<file path="src/sv/htc_pkg.sv">
// Shared types, register indexes and constants of the hysteresis thermostat controller.
package htc_pkg;

  localparam int TempWidth     = 12;
  localparam int SetpointWidth = 10;
  localparam int DeadbandWidth = 12;
  localparam int HoldWidth     = 10;
  localparam int PressWidth    = 5;
  localparam int FactorWidth   = 16;
  localparam int CfgIndexWidth = 3;
  localparam int CfgDataWidth  = 16;

  localparam logic signed [SetpointWidth-1:0] SETPOINT_MIN   = -10'sd300;
  localparam logic signed [SetpointWidth-1:0] SETPOINT_MAX   = 10'sd300;
  localparam logic signed [SetpointWidth-1:0] SETPOINT_RESET = 10'sd150;
  localparam logic [DeadbandWidth-1:0]        DEADBAND_RESET = 12'd10;

  // Configuration register indexes.
  localparam logic [CfgIndexWidth-1:0] REG_DEADBAND_FACTOR = 3'd0;
  localparam logic [CfgIndexWidth-1:0] REG_MIN_DEADBAND    = 3'd1;
  localparam logic [CfgIndexWidth-1:0] REG_COOL_OFFSET     = 3'd2;
  localparam logic [CfgIndexWidth-1:0] REG_HEAT_OFFSET     = 3'd3;
  localparam logic [CfgIndexWidth-1:0] REG_AMBIENT_BAND    = 3'd4;
  localparam logic [CfgIndexWidth-1:0] REG_HOLD_COUNT      = 3'd5;
  localparam logic [CfgIndexWidth-1:0] REG_BUTTON_DEBOUNCE = 3'd6;

  // Button codes.
  localparam logic [1:0] BTN_NONE   = 2'd0;
  localparam logic [1:0] BTN_RAISE  = 2'd1;
  localparam logic [1:0] BTN_LOWER  = 2'd2;
  localparam logic [1:0] BTN_TOGGLE = 2'd3;

  typedef struct packed {
    logic [FactorWidth-1:0] deadband_factor_q16;
    logic [7:0]             min_deadband;
    logic signed [8:0]      cool_offset;
    logic signed [8:0]      heat_offset;
    logic [7:0]             ambient_band;
    logic [HoldWidth-1:0]   hold_count;
    logic [3:0]             button_debounce;
  } htc_cfg_t;

  // Packed so that the first field sits in the highest bits.
  typedef struct packed {
    logic [DeadbandWidth-1:0]        deadband_now;
    logic signed [SetpointWidth-1:0] setpoint_now;
    logic                            target_reached;
    logic                            is_active;
    logic                            cooler_on;
    logic                            heater_on;
  } htc_result_t;

endpackage

</file>
<file path="src/sv/htc_pass.sv">
// Controller state and the combinational logic of one control pass.
module htc_pass (
  input  logic                                 clk,
  input  logic                                 rst,
  input  logic                                 step,
  input  htc_pkg::htc_cfg_t                    cfg,
  input  logic signed [htc_pkg::TempWidth-1:0] measured_temp,
  input  logic signed [htc_pkg::TempWidth-1:0] ambient_temp,
  input  logic [1:0]                           button,
  output htc_pkg::htc_result_t                 result
);
  import htc_pkg::*;

  logic signed [SetpointWidth-1:0] setpoint, setpoint_next;
  logic [DeadbandWidth-1:0]        deadband, deadband_next;
  logic                            active_flag, active_flag_next;
  logic                            reached_flag, reached_flag_next;
  logic [HoldWidth-1:0]            hold_counter, hold_counter_next;
  logic [PressWidth-1:0]           press_counter, press_counter_next;
  logic                            heater_state, heater_state_next;
  logic                            cooler_state, cooler_state_next;

  logic                  act, recompute;
  logic [PressWidth-1:0] press_inc, debounce5;
  logic signed [12:0]    err;
  logic signed [29:0]    product;
  logic [DeadbandWidth-1:0] deadband_calc;
  logic signed [13:0]    meas14, amb14, sp14, db14, cool14, heat14, min14, band14;
  logic                  too_warm, too_cold, near_target;

  always_comb begin
    press_inc = press_counter + 5'd1;
    debounce5 = {1'b0, cfg.button_debounce};
    press_counter_next = press_counter;
    act = 1'b0;
    if (button == BTN_NONE) begin
      press_counter_next = '0;
    end else if (press_counter < debounce5 + 5'd1) begin
      if (press_inc >= debounce5) begin
        press_counter_next = press_inc + 5'd1;
        act = 1'b1;
      end else begin
        press_counter_next = press_inc;
      end
    end

    setpoint_next     = setpoint;
    active_flag_next  = active_flag;
    reached_flag_next = reached_flag;
    recompute         = 1'b0;
    if (act) begin
      unique case (button)
        BTN_RAISE: begin
          if (setpoint < SETPOINT_MAX) setpoint_next = setpoint + 10'sd1;
          recompute = 1'b1;
          reached_flag_next = 1'b0;
        end
        BTN_LOWER: begin
          if (setpoint > SETPOINT_MIN) setpoint_next = setpoint - 10'sd1;
          recompute = 1'b1;
          reached_flag_next = 1'b0;
        end
        BTN_TOGGLE: begin
          if (active_flag) begin
            active_flag_next = 1'b0;
          end else begin
            active_flag_next = 1'b1;
            recompute = 1'b1;
            reached_flag_next = 1'b0;
          end
        end
        default: ;
      endcase
    end

    // A negative error always floors to the minimum deadband, so truncation
    // toward zero only matters for nonnegative products, where it is a shift.
    err     = {{3{setpoint_next[SetpointWidth-1]}}, setpoint_next}
            - {measured_temp[TempWidth-1], measured_temp};
    product = {{17{err[12]}}, err} * $signed({14'd0, cfg.deadband_factor_q16});
    if (product[29] || (product[28:16] < {5'd0, cfg.min_deadband})) begin
      deadband_calc = {4'd0, cfg.min_deadband};
    end else begin
      deadband_calc = product[27:16];
    end
    deadband_next = recompute ? deadband_calc : deadband;

    meas14 = {{2{measured_temp[TempWidth-1]}}, measured_temp};
    amb14  = {{2{ambient_temp[TempWidth-1]}}, ambient_temp};
    sp14   = {{4{setpoint_next[SetpointWidth-1]}}, setpoint_next};
    db14   = {2'd0, deadband_next};
    cool14 = {{5{cfg.cool_offset[8]}}, cfg.cool_offset};
    heat14 = {{5{cfg.heat_offset[8]}}, cfg.heat_offset};
    min14  = {6'd0, cfg.min_deadband};
    band14 = {6'd0, cfg.ambient_band};

    too_warm    = meas14 > sp14 + db14 + cool14;
    too_cold    = meas14 < sp14 - db14 - heat14;
    near_target = (meas14 > sp14 - min14) && (meas14 < sp14 + min14);

    heater_state_next = heater_state;
    cooler_state_next = cooler_state;
    hold_counter_next = hold_counter;
    if (!active_flag_next) begin
      heater_state_next = 1'b0;
      cooler_state_next = 1'b0;
      hold_counter_next = cfg.hold_count;
    end else if (too_warm) begin
      if (hold_counter >= cfg.hold_count) begin
        if ((sp14 < amb14 + band14) || !reached_flag_next) cooler_state_next = 1'b1;
        heater_state_next = 1'b0;
      end else begin
        hold_counter_next = hold_counter + 10'd1;
      end
    end else if (too_cold) begin
      if (hold_counter >= cfg.hold_count) begin
        if ((sp14 > amb14 - band14) || !reached_flag_next) heater_state_next = 1'b1;
        cooler_state_next = 1'b0;
      end else begin
        hold_counter_next = hold_counter + 10'd1;
      end
    end else if (hold_counter == '0) begin
      heater_state_next = 1'b0;
      cooler_state_next = 1'b0;
      if (near_target) begin
        deadband_next     = {4'd0, cfg.min_deadband};
        reached_flag_next = 1'b1;
      end
    end else begin
      hold_counter_next = hold_counter - 10'd1;
    end
  end

  always_ff @(posedge clk) begin
    if (rst) begin
      setpoint      <= SETPOINT_RESET;
      deadband      <= DEADBAND_RESET;
      active_flag   <= 1'b0;
      reached_flag  <= 1'b0;
      hold_counter  <= '0;
      press_counter <= '0;
      heater_state  <= 1'b0;
      cooler_state  <= 1'b0;
    end else if (step) begin
      setpoint      <= setpoint_next;
      deadband      <= deadband_next;
      active_flag   <= active_flag_next;
      reached_flag  <= reached_flag_next;
      hold_counter  <= hold_counter_next;
      press_counter <= press_counter_next;
      heater_state  <= heater_state_next;
      cooler_state  <= cooler_state_next;
    end
  end

  always_comb begin
    result.heater_on      = heater_state_next;
    result.cooler_on      = cooler_state_next;
    result.is_active      = active_flag_next;
    result.target_reached = reached_flag_next;
    result.setpoint_now   = setpoint_next;
    result.deadband_now   = deadband_next;
  end

endmodule

</file>
<file path="src/sv/hysteresis_thermostat_control.sv">
// Top level of the hysteresis thermostat controller: handshakes, registers, pass logic.
//
//  Channel   Direction  Carries                                  Word accepted when
//  s_axis    in         measured/ambient temp, button in tuser   s_tvalid && s_tready
//  m_axis    out        drives, flags, setpoint, deadband        m_tvalid && m_tready
//  cfg       in         register index and write data            cfg_valid && cfg_ready
//
// A word passes from the input register through the pass logic into the output
// register, and one word is taken every cycle while m_tready is high. The pass
// logic (one 13x17 multiply followed by the band compares) is the longest path.
// Reset restores the register defaults and the controller state.
// A stall on m_tready holds the result; the input register still takes one more word.
module hysteresis_thermostat_control (
  input  logic                                clk,
  input  logic                                rst,
  input  logic                                s_tvalid,
  output logic                                s_tready,
  input  logic [23:0]                         s_tdata,  // measured_temp[11:0], ambient_temp[23:12]
  input  logic [1:0]                          s_tuser,  // button[1:0]
  output logic                                m_tvalid,
  input  logic                                m_tready,
  // heater_on[0], cooler_on[1], is_active[2], target_reached[3],
  // setpoint_now[13:4], deadband_now[25:14], zero fill[31:26]
  output logic [31:0]                         m_tdata,
  input  logic                                cfg_valid,
  output logic                                cfg_ready,
  input  logic [htc_pkg::CfgIndexWidth-1:0]   cfg_index,
  input  logic [htc_pkg::CfgDataWidth-1:0]    cfg_data
);
  import htc_pkg::*;

  htc_cfg_t    cfg;
  htc_result_t result;

  logic                        in_valid;
  logic signed [TempWidth-1:0] in_measured;
  logic signed [TempWidth-1:0] in_ambient;
  logic [1:0]                  in_button;
  logic                        out_free, step;

  assign cfg_ready = 1'b1;
  assign out_free  = !m_tvalid || m_tready;
  assign step      = in_valid && out_free;
  assign s_tready  = !in_valid || out_free;

  always_ff @(posedge clk) begin
    if (rst) begin
      cfg.deadband_factor_q16 <= 16'd9830;
      cfg.min_deadband        <= 8'd2;
      cfg.cool_offset         <= '0;
      cfg.heat_offset         <= '0;
      cfg.ambient_band        <= 8'd20;
      cfg.hold_count          <= 10'd100;
      cfg.button_debounce     <= 4'd1;
    end else if (cfg_valid && cfg_ready) begin
      unique case (cfg_index)
        REG_DEADBAND_FACTOR: cfg.deadband_factor_q16 <= cfg_data;
        REG_MIN_DEADBAND:    cfg.min_deadband        <= cfg_data[7:0];
        REG_COOL_OFFSET:     cfg.cool_offset         <= cfg_data[8:0];
        REG_HEAT_OFFSET:     cfg.heat_offset         <= cfg_data[8:0];
        REG_AMBIENT_BAND:    cfg.ambient_band        <= cfg_data[7:0];
        REG_HOLD_COUNT:      cfg.hold_count          <= cfg_data[9:0];
        REG_BUTTON_DEBOUNCE: cfg.button_debounce     <= cfg_data[3:0];
        default: ;
      endcase
    end
  end

  always_ff @(posedge clk) begin
    if (rst) begin
      in_valid <= 1'b0;
    end else if (s_tvalid && s_tready) begin
      in_valid <= 1'b1;
    end else if (step) begin
      in_valid <= 1'b0;
    end
  end

  always_ff @(posedge clk) begin
    if (s_tvalid && s_tready) begin
      in_measured <= s_tdata[11:0];
      in_ambient  <= s_tdata[23:12];
      in_button   <= s_tuser;
    end
  end

  htc_pass u_pass (
    .clk           (clk),
    .rst           (rst),
    .step          (step),
    .cfg           (cfg),
    .measured_temp (in_measured),
    .ambient_temp  (in_ambient),
    .button        (in_button),
    .result        (result)
  );

  always_ff @(posedge clk) begin
    if (rst) begin
      m_tvalid <= 1'b0;
    end else if (step) begin
      m_tvalid <= 1'b1;
    end else if (m_tready) begin
      m_tvalid <= 1'b0;
    end
  end

  always_ff @(posedge clk) begin
    if (step) begin
      m_tdata <= {6'd0, result};
    end
  end

endmodule

</file>
<file path="config.mk">
export PLATFORM = sky130hd
export DESIGN_NAME = hysteresis_thermostat_control
export DESIGN_NICKNAME = d
export VERILOG_FILES = /design/src/sv/htc_pkg.sv /design/src/sv/htc_pass.sv /design/src/sv/hysteresis_thermostat_control.sv
export SDC_FILE = /design/constraint.sdc
export NUM_CORES = 1
export LEC_CHECK = 0
export BUFFER_PORTS_ARGS = -buffer_cell sky130_fd_sc_hd__buf_4
export CAP_MARGIN = 20
export CELL_PAD_IN_SITES_DETAIL_PLACEMENT = 1
export CELL_PAD_IN_SITES_GLOBAL_PLACEMENT = 1
export CORE_MARGIN = 1.5
export CORE_UTILIZATION = 40
export CTS_CLUSTER_DIAMETER = 80
export DETAILED_ROUTE_END_ITERATION = 8
export GPL_TIMING_DRIVEN = 0
export PLACE_DENSITY_LB_ADDON = 0.1
export SYNTH_ARGS = -nofsm -noshare
export SYNTH_HDL_FRONTEND = slang
export SYNTH_HIERARCHICAL = 1
export SYNTH_SLANG_ARGS = --single-unit
</file>
<file path="constraint.sdc">
create_clock -name clk -period 21.1 [get_ports clk]
set_input_delay 2.11 -clock clk [delete_from_list [all_inputs] [get_ports clk]]
set_output_delay 2.11 -clock clk [all_outputs]
set_load 0.1 [all_outputs]
</file>
== Word-level counts from Yosys, hierarchy flattened ==
Index checks and enable logic that the tools add are counted.

* Bits in registers: 159
* Bits in latches: 0
* Memory bits (writable): 0
* Bits in read-only memories: 0
* Input port bits: 50
* Output and inout port bits: 35
* Logic and storage cells: 140
* Memories: 0

* $add $sub $neg: 16
* Multipliers: 1
* Div/mod/pow operators: 0
* $lt $le $gt $ge: 12
* Equal/unequal tests: 10
* Shifts and indexed selects: 0
* Mux-type cells: 53
* Bitwise logic cells: 0
* Reductions and logical operators: 27

{| class="wikitable"
|+ Operators by type and width
! cell !! number
|-
| two-way mux 12 bit || 7
|-
| two-way mux 10 bit || 8
|-
| two-way mux 1 bit || 32
|-
| multiplier 13 x 17 -> 30 bit || 1
|-
| case mux 10 bit (2 select lines) || 1
|-
| AND reduction 2 bit || 9
|-
| two-way mux 5 bit || 3
|-
| adder 10 x 13 -> 14 bit || 1
|-
| adder 14 x 9 -> 14 bit || 1
|-
| greater-than comparator 12 x 14 -> 1 bit || 1
|-
| less-than comparator 12 x 14 -> 1 bit || 1
|-
| subtractor 10 x 13 -> 14 bit || 1
|-
| subtractor 14 x 9 -> 14 bit || 1
|-
| adder 12 x 9 -> 13 bit || 1
|-
| greater-than comparator 10 x 13 -> 1 bit || 1
|-
| less-than comparator 10 x 13 -> 1 bit || 1
|-
| less-than comparator 13 x 8 -> 1 bit || 1
|-
| subtractor 10 x 12 -> 13 bit || 1
|-
| subtractor 12 x 9 -> 13 bit || 1
|-
| greater-than comparator 12 x 11 -> 1 bit || 1
|-
| less-than comparator 12 x 11 -> 1 bit || 1
|-
| adder 10 x 9 -> 11 bit || 1
|-
| subtractor 10 x 9 -> 11 bit || 1
|-
| adder 10 x 1 -> 10 bit (second input constant) || 1
|-
| 25 further kinds || 41
|}

== Longest topological paths before layout ==
* Depth in word-level cells: 18
* Gate-level depth with buffers: 82

== Cells and area by module ==
The synthesis kept the hierarchy.

{| class="wikitable"
|+ Modules (own cells, without submodules)
! module !! times used !! cells an instance !! area each (um^2) !! sequential area each (um^2)
|-
| htc_pass || 1 || 2058 || 16507.1 || 820.8
|-
| hysteresis_thermostat_control || 1 || 317 || 4317.9 || 2882.8
|}

== Worst setup path after synthesis ==
OpenSTA, ideal clock, no wires.

* Path kind: register to register
* Start point: reg u_pass.press_counter[0]
* End point: reg u_pass.hold_counter[6]
* Setup time: 124 ps
* Arrival: 17547 ps
* Required time: 20976 ps
* Slack: 3429 ps
* Cell stages (with the launch flop): 80
* Buffers on the path: 6
* Clock period less this slack: 17671 ps
* Cells stage by stage: dfxtp_1 -> inv_1 -> ha_1 -> inv_1 -> ha_1 -> a211oi_1 -> o211ai_1 -> nand3_1 -> nor2_1 -> o21ai_0 -> inv_1 -> fa_1 -> nor2b_1 -> o21ai_0 -> a21boi_0 -> o21ai_0 -> a21boi_0 -> o21ai_0 -> [44 not listed] -> a21oi_1 -> o21bai_1 -> a2111oi_0 -> nor3_1 -> xor2_1 -> ha_1 -> inv_1 -> or3_1 -> o31ai_1 -> nand2b_1 -> clkbuf_1 -> a21oi_1 -> nand2b_1 -> clkbuf_1 -> clkbuf_1 -> nor4_1 -> mux2i_1 -> nand3_1

{| class="wikitable"
|+ RTL lines
! element !! line !! RTL
|-
| start, declared || htc_pass.sv:19 || <nowiki>logic [PressWidth-1:0] press_counter, press_counter_next;</nowiki>
|-
| start signal, assigned || htc_pass.sv:150 || <nowiki>press_counter <= press_counter_next;</nowiki>
|-
| end signal, assigned || htc_pass.sv:149 || <nowiki>hold_counter <= hold_counter_next;</nowiki>
|-
| end, declared || htc_pass.sv:18 || <nowiki>logic [HoldWidth-1:0] hold_counter, hold_counter_next;</nowiki>
|}

==> flow_summary.json <==
{
  "ios": 85,
  "grt_pass1_wl_um": 107000,
  "cp-start-kind": "register",
  "max_slew_margin_pct": 14.9,
  "gp_congestion": 0.896,
  "worst_setup_path_end_kind": "register",
  "synth_edf_count": 52,
  "grt_antenna_before_repair": 1,
  "yosys_warnings": 6,
  "routed_via_density": 5.49,
  "clock_sinks": 159,
  "cts_buffers": 17,
  "rows": 83,
  "drt_drc_violations_left": 0,
  "wire_per_inst_um": 21.6,
  "cp_slowest_cell": "nor2_1",
  "synth-main-ff-cell": "dfxtp_1",
  "skew_ns": 0.0136,
  "root_buffer": "clkbuf_16",
  "drive_gt1_share_pct": 8.67,
  "fill_cells": 6022,
  "cpPeakStageDelay_ns": 0.68,
  "area_growth_pct": 11.4,
  "cts_buffer_depth": 2,
  "die_x_um": 231,
  "die-area_um2": 53400,
  "fin_nets": 3007,
  "clk_latency_ns": 0.47,
  "yosysTopAreaCellShare_pct": 17.7,
  "dieHeight_um": 231,
  "yosys.area.top_type": "fa_1",
  "track_usage_pct": 26.2,
  "drv_cap": 0,
  "drt-pass1-iter-count": 5,
  "cts_tree": "built",
  "synthTopCellsByArea": "fa_1, ha_1, dfxtp_1, edfxtp_1, inv_1",
  "syn_area_per_cell_um2": 8.77,
  "critPathKind": "reg -> reg",
  "wl_um": 68600,
  "fin_crit_sh_pct": 94.9,
  "use_met2_pct": 47.8,
  "drt-initial-drc-count": 855,
  "synth_seq_area_share_pct": 17.8,
  "status": "finished, final reports clean",
  "grt_remaining_overflow": 0,
  "synth-seq-cells": 159,
  "crit_arrival_ns": 20.20,
  "dp_hpwl_um": 56400,
  "grtUsageMet1_pct": 32.0,
  "io_buffers": 73,
  "synth_most_common_cell": "inv_1",
  "placed_cell_area_um2": 22400,
  "synthArstFlopShare_pct": 0,
  "start_util_pct": 40.5,
  "synth.distinct_cells": 85,
  "fmax_mhz": 49.9,
  "crit_top_cell": "fa_1",
  "yosys-top-cells-count": "inv_1, ha_1, nand2_1",
  "drv_slew": 0,
  "ant_nets": 0,
  "path_clk_slew_ns": 0.08,
  "hp-class": "reg -> reg",
  "cp.required_ns": 21.27,
  "cts_max_level": 4,
  "tightest_slew_ns": 1.28,
  "coreArea_um2": 51400,
  "n_antenna_cell": 0,
  "setup_violations": 0,
  "syn_inst": 2375,
  "grtUsageMet3_pct": 2.14,
  "grt_pass1_vias": 18800,
  "crit_fanout": 10,
  "grt_max_degree": 27,
  "stdcell_area_um2": 23200,
  "vias": 17500,
  "fin_crit_ns": 20.03,
  "gr-max-usage-layer": "met2",
  "synthesis.area_um2": 20800,
  "hold_viol_final": 0
}
==> cells in the final DEF (no fill, tap or decap), drive strengths merged, types with 9 or more instances in the layout <==
cell / count
ha: 284
o211ai: 12
o21bai: 25
fa: 184
a31oi: 14
a211oi: 16
edfxtp: 52
and3: 28
and2: 30
a41oi: 10
o21a: 31
or4: 16
nand3: 70
dfxtp: 107
a21boi: 9
o21ai: 75
mux2: 15
a21oi: 100
mux2i: 88
nor3: 39
or3: 22
xnor2: 56
inv: 333
buf: 119
nor2: 127
nand2b: 120
xor2: 20
nand2: 188
a21o: 24
o31ai: 9
nand4: 19
clkbuf: 100
a211o: 9
nor2b: 34
==> through the flow <==
stage	TNS, ns	hold WS (ns)	worst slack, ns	util, %	instances
6_report	0	0.476	1.07	45.1	3182
5_1_grt	-0.00336	0.503	-0.00336	45.1	3182
4_1_cts	0	0.465	0.0176	44.9	3179
3_5_place_dp	-26.31	0.453	-1.11	43.6	3146
3_3_place_gp	-87.34	0.440	-2.63	43.3	3133
2_1_floorplan	0	0.432	3.43	-	2380
==> state kept, by name, summed over array words and instances, names as in the netlist <==
name                  cells
u_pass/heater_state       1
u_pass/hold_counter      10
u_pass/cooler_state       1
u_pass/setpoint          10
u_pass/press_counter      5
u_pass/deadband          12
in_measured              12
in_button                 2
m_tvalid                  1
u_pass/reached_flag       1
m_tdata                  26
cfg                      64
u_pass/active_flag        1
in_valid                  1
in_ambient               12
==> routing by layer <==
| metal | wire length (um) | vias up |
|---|---|---|
| met5 | 0 | - |
| met4 | 2210 | 0 |
| met3 | 2160 | 88 |
| met2 | 35000 | 327 |
| met1 | 29200 | 8835 |
| li1 | - | 8235 |
==> critical path: cells and delay by family (launching register included) <==
kind            cells  cell delay [ns]
xor+xnor            2             0.48
simple gates       19             3.88
flops               1             0.47
fa+ha+maj          16             6.53
buf+inv            14             2.36
mux                 1             0.11
compound gates     26             5.90
==> cells by family (layout without fill, tap and decap cells) <==
group | after synthesis | after routing | synth area share (%)
XOR/XNOR | 76 | 76 | 3.20
multiplexers | 103 | 103 | 5.11
flip-flops | 159 | 159 | 17.8
AO/OA/AOI/OAI | 393 | 393 | 12.6
other | 2 | 7 | 0.0361
AND/OR/NAND/NOR | 735 | 735 | 18.3
buffers and inverters | 439 | 561 | 8.28
adder cells (fa/ha/maj) | 468 | 468 | 34.8
==> cell type report <==
type	instances	area [um2]	share of cell area, %
multi-input combinational	1782	15600	67.0
sequential	159	3700	16.0
inverter	327	1230	5.29
tap	680	851	3.67
timing repair buffer	93	742	3.20
buffer	109	502	2.16
clock buffer	17	425	1.83
clock inverter	15	198	0.852
==> path summary, 6_finish.rpt <==
kind         slack [ns]                    start                   to  depth (start not counted)
max reg2reg        1.07  u_pass/press_counter[0]          m_tdata[21]                         78
max                1.07  u_pass/press_counter[0]          m_tdata[21]                         78
min reg2reg        0.48      u_pass/deadband[11]  u_pass/deadband[11]                          2
min                0.48      u_pass/deadband[11]  u_pass/deadband[11]                          2
==> what timing repair did <==
action / in CTS / in global routing
cloned: 0 / 0
resized for setup: 10 / 41
setup endpoints to repair: 38 / 40
hold buffers: 0 / 0
setup buffers: 1 / 6
pin swaps: 1 / 3
Power is not shown: default switching activity piles up to over one toggle a cycle in this logic, so the estimate is an artifact.
